<file path="config.mk">
export PLATFORM = sky130hd
export DESIGN_NAME = mcoc_cell
export DESIGN_NICKNAME = d
export VERILOG_FILES = /design/src/design/mcoc_pkg.sv /design/src/design/mcoc_cell.sv
export SDC_FILE = /design/constraint.sdc
export NUM_CORES = 1
export LEC_CHECK = 0
export ABC_AREA = 1
export BUFFER_PORTS_ARGS = -buffer_cell sky130_fd_sc_hd__buf_2
export CORE_MARGIN = 2
export CORE_UTILIZATION = 40
export DETAILED_ROUTE_END_ITERATION = 7
export PLACE_DENSITY = 0.78
export SYNTH_ARGS = -nofsm -noshare
export SYNTH_HDL_FRONTEND = slang
export SYNTH_SLANG_ARGS = --single-unit
export TNS_END_PERCENT = 1
</file>
<file path="constraint.sdc">
create_clock -name clk -period 2.5 [get_ports clk]
set_input_delay 0.25 -clock clk [delete_from_list [all_inputs] [get_ports clk]]
set_output_delay 0.25 -clock clk [all_outputs]
set_load 0.005 [all_outputs]
</file>
<file path="src/design/mcoc_pkg.sv">
// ----------------------------------------------------------------------------
// mcoc_pkg
// shared types and constants for the matrix chain order cost unit
// ----------------------------------------------------------------------------
package mcoc_pkg;

  localparam int MAX_MATRICES_DEF = 64;
  localparam int DIM_WIDTH_DEF    = 16;
  localparam int COST_W           = 64;
  localparam int IN_DIM_W         = 16;
  localparam int USED_W           = 7;

  // cost cap: 2^63
  localparam logic [COST_W-1:0] COST_CAP = {1'b1, {(COST_W-1){1'b0}}};

  typedef struct packed {
    logic [IN_DIM_W-1:0] row_count;
    logic [IN_DIM_W-1:0] col_count;
    logic                chain_end;
  } in_item_t;

  typedef struct packed {
    logic [COST_W-2:0] min_cost;
    logic [USED_W-1:0] matrices_used;
    logic              overflow;
  } out_item_t;

  typedef enum logic [2:0] {
    ST_LOAD,
    ST_ROW,
    ST_RD,
    ST_MUL1,
    ST_MUL2,
    ST_ACC,
    ST_WR,
    ST_DONE
  } mcoc_state_t;

  // saturating add at the cap
  function automatic logic [COST_W-1:0] cap_add(input logic [COST_W-1:0] a,
                                                input logic [COST_W-1:0] b);
    logic [COST_W:0] s;
    s = {1'b0, a} + {1'b0, b};
    cap_add = (s > {1'b0, COST_CAP}) ? COST_CAP : s[COST_W-1:0];
  endfunction

endpackage

</file>
<file path="src/design/mcoc_cell.sv">
// ----------------------------------------------------------------------------
// mcoc_cell
// one cell of the dimension chain: holds one dimension, shifts to neighbour
// ----------------------------------------------------------------------------
module mcoc_cell import mcoc_pkg::*; #(
  parameter int DIM_WIDTH = DIM_WIDTH_DEF
) (
  input  logic                 clk,
  input  logic                 wr_en,
  input  logic [DIM_WIDTH-1:0] wr_dim,
  input  logic                 shift_en,
  input  logic [DIM_WIDTH-1:0] shift_in,
  output logic [DIM_WIDTH-1:0] dim
);

  logic [DIM_WIDTH-1:0] dim_r;

  // own write has priority over the shift from the neighbour
  always_ff @(posedge clk) begin
    if (wr_en) begin
      dim_r <= wr_dim;
    end else if (shift_en) begin
      dim_r <= shift_in;
    end
  end

  assign dim = dim_r;

endmodule

</file>
After elaboration in Yosys (flattened, before gate mapping) --
Index checks and enable logic that the tools add are counted.
Storage, ports and cells: logic and storage cells 4, output and inout bits 16, input bits 35, memory bits (read-only) 0, flip-flop bits (word level) 16, memories kept 0, latch bits 0, memory bits (writable) 0
Operators by class: divide/modulo/power cells 0, $lt $le $gt $ge 0, eq/ne operators 0, $add $sub $neg 0, reductions and logical operators 1, shifts and indexed selects 0, bitwise logic cells 0, muxes and demuxes 2, multipliers 0
Operator list (count):
- $mux 16 | 2
- $reduce_bool 2->1 | 1

Longest topological paths before layout --
word-level depth 2, mapped depth 5, gate-level depth less buffers 3

Worst setup path before layout --
No wires, ideal clock.
path kind in2reg, start input port wr_en, end register dim_r[0] (netlist: dim[0]) (enable), arrival 789 ps, setup slack 1339 ps, setup time 373 ps, cell stages on the path 2, buffers on the path 1, required time 2127 ps, cells stage by stage buf_6 > or2_1
On the way: word-level cells in the longest chain between the ends 1
RTL lines:
- start, declared | line mcoc_cell.sv:9 | input logic wr_en,
- $reduce_bool 2->1 (no source line)
- end signal, assigned | line mcoc_cell.sv:21 | dim_r <= wr_dim;
- end signal, assigned | line mcoc_cell.sv:23 | dim_r <= shift_in;
- end, declared | line mcoc_cell.sv:16 | logic [DIM_WIDTH-1:0] dim_r;
Every way passes these cells. A chain may end at the register's enable or synchronous reset.

Worst setup path after layout --
start input port wr_en, end register dim_r[6] (netlist: dim[6]) (enable)
The elaborated chain is that of the path after synthesis.

==> metrics.md <==
| Metric | Value |
|---|---|
| RSZ-0062 raised after global routing | `false` |
| Post-synthesis area per instance | `around 11 sq um` |
| Total buffers and inverters traversed by the critical path | `1` |
| Total via count in the routed design | `620` |
| Worst endpoint required time | `between 2 and 2.5 ns` |
| Layout Cells excl Fill | `between 100 and 150` |
| Number of nets in the synthesized netlist | `around 100` |
| CP cell instances | `buf_2 > or2_1` |
| Drt via density | `between 4 and 5` |
| Post-synthesis cell type with the largest combined area | `sky130_fd_sc_hd__edfxtp_1` |
| Ys Warns | `0` |
| Via count of the first global-routing pass | `between 500 and 600` |
| Initial Utilization | `0.423` |
| First-pass GRT wire length | `between 1500 and 2000 microns` |
| Power Dens Cells | `around 560 nW/um^2` |
| CTS tree | `yes` |
| Total track usage | `0.131` |
| Largest driver fanout on the critical path | `18` |
| Non-Filler Cell Area, Final | `a little under 1000 sq um` |
| Router iterations before antenna repair | `4` |
| Die Span X | `between 40 and 50 microns` |
| Element type at the critical path start | `input port` |
| Post-synth top cells | `43 x sky130_fd_sc_hd__nand2_1, 16 x sky130_fd_sc_hd__edfxtp_1, 5 x sky130_fd_sc_hd__nand2_2` |
| Max FFs per register | `16` |
| Total wire length | `~1500 microns` |
| Area post-placement | `between 900 and 1000 sq um` |
| Max-capacitance violation count | `0` |
| Delay contributed by the slowest stage of the critical path | `around 0.56 ns` |
| Share of cells above drive strength 1 | `0.496` |
| Die ar. | `roughly 2200 sq um` |
| Pin count of the biggest net entering global routing | `19` |
| Relative slew slack | `0.587` |
| Final GP Congestion | `slightly below 0.7` |
| Placed instance count | `~140` |
| Number of instances in the synthesized netlist | `approximately 70` |
| Area occupied by multi-input gates | `between 150 and 200 sq um` |
| Core Area | `roughly 1700 sq um` |
| Count of inserted antenna diode cells | `0` |
| Worst path slowest cell | `sky130_fd_sc_hd__or2_1` |
| Category of cells accounting for the largest share of critical-path delay | `simple AND/OR/NAND/NOR gates` |
| Clock slew at the register clock pins of the worst setup and hold paths | `around 0.080 ns` |
| Count of flip-flops with a built-in enable after synthesis | `16` |
| Asr flop ratio synth | `0` |
| Outcome | `completed` |
| Number of placed I/O pins | `51` |
| Setup TNS | `0 ns` |
| Layout area overhead | `35.8%` |
| TritonCTS Buffers | `3` |
| Cell at the root of the clock tree | `sky130_fd_sc_hd__clkbuf_4` |
| Final hold violation count | `0` |
| Hold slack final | `about 0.24 ns` |
| Portion of synthesized cell area occupied by the leading cell type | `0.658` |
| Unique masters post-synth | `7` |
| Final period util | `0.484` |
| IO buf count | `50` |
| Predominant post-synthesis flop cell | `sky130_fd_sc_hd__edfxtp_1` |
| Global-route congestion overflow total | `0` |
| Sequential fraction of the synthesis area | `0.658` |
| # DRC | `0` |
| Setup-violating endpoint count in the final report | `0` |
| Worst vdd ir | `~0.21 mV` |
| Kind of critical path | `input port to flip-flop` |
| Number of instances resized during post-cts repair | `0` |
| CTS hold repair buffers | `0` |
| Max Root-Sink Buffers | `2` |
| Arrival time at the worst endpoint | `roughly 1.1 ns` |
| Transition time at the pin with the least slew margin | `between 0.6 and 0.7 ns` |
| Shortest period the worst path allows | `1.21 ns` |
| Area used by sequential logic in the layout | `480 sq um` |
| Clock sink count | `16` |
| Initial antenna violation count | `0` |
| Maximum clock frequency | `just over 0.8 GHz` |
| Class of the tightest hold or removal check | `input port to flip-flop` |
| Total number of H-tree levels | `1` |
| Cell with the most instances after synthesis | `sky130_fd_sc_hd__nand2_1` |
| Final layout net count | `156` |
| Leading post-synthesis cells by cell area | `sky130_fd_sc_hd__edfxtp_1 66%, sky130_fd_sc_hd__nand2_1 22%, sky130_fd_sc_hd__nand2_2 4.3%` |
| Chip Height | `approximately 47 microns` |
| Flip-flop and latch count after synthesis | `16` |
| Number of fill cells | `between 150 and 200` |
| Iteration-0 DRC count of the detailed router | `10` |
| Post-CTS Setup Inserts | `0` |
| WL/cell | `about 10 microns` |
| Leak | `0.526 nW` |
| Netlist area before placement | `about 730 sq um` |
| Worst setup EP type | `flip-flop` |
| Final ANT Viol Nets | `0` |
| Max-slew violation count | `0` |
| Post-layout total power | `0.000553 W` |
| Row count | `15` |
path summary, 6_finish.rpt:
path / from / endpoint / depth (start not counted)
max: wr_en / dim[6]$_DFFE_PP_ / 2
min: shift_in[2] / dim[2]$_DFFE_PP_ / 3
cell type report:
class,instances,share of cell area
inverter,1,0.00883
sequential,16,0.484
timing repair buffer,50,0.252
multi-input combinational,49,0.201
clock buffer,3,0.0227
tap,25,0.0315
routing by layer:
metal	track usage	up-vias	routed length, microns	share of wire
li1	-	320	-	-
met4	0.100	0	31	0.021
met2	0.242	26	753	0.51
met1	0.140	270	559	0.38
met5	0	-	0	0
met3	0.00385	4	122	0.083
per-stage QoR:
step,setup WS [ns],util
after floorplan,1.34,-
after global placement,1.01,0.562
after detailed placement,0.992,0.562
after global routing,1.22,0.575
final,1.29,0.575
after CTS,1.29,0.575
where the power goes:
| group | total [W] | internal [W] | switching, W |
|---|---|---|---|
| logic | 0.0000933 | 0.0000470 | 0.0000463 |
| registers | 0.000335 | 0.000329 | 0.00000631 |
| clock network | 0.000124 | 0.0000557 | 0.0000685 |
cells by family (layout without fill, tap and decap cells):
kind of cell,after synthesis,after routing,share of synthesized area
buf+inv,4,54,0.0702
simple gates,49,49,0.272
flops,16,16,0.658
layout by cell type (no fill, tap or decap), drive strengths merged:
cell | Yosys | layout
buf | 3 | 50
clkbuf | 0 | 3
edfxtp | 16 | 16
inv | 1 | 1
nand2 | 48 | 48
or2 | 1 | 1
(Power assumes the default switching activity.)
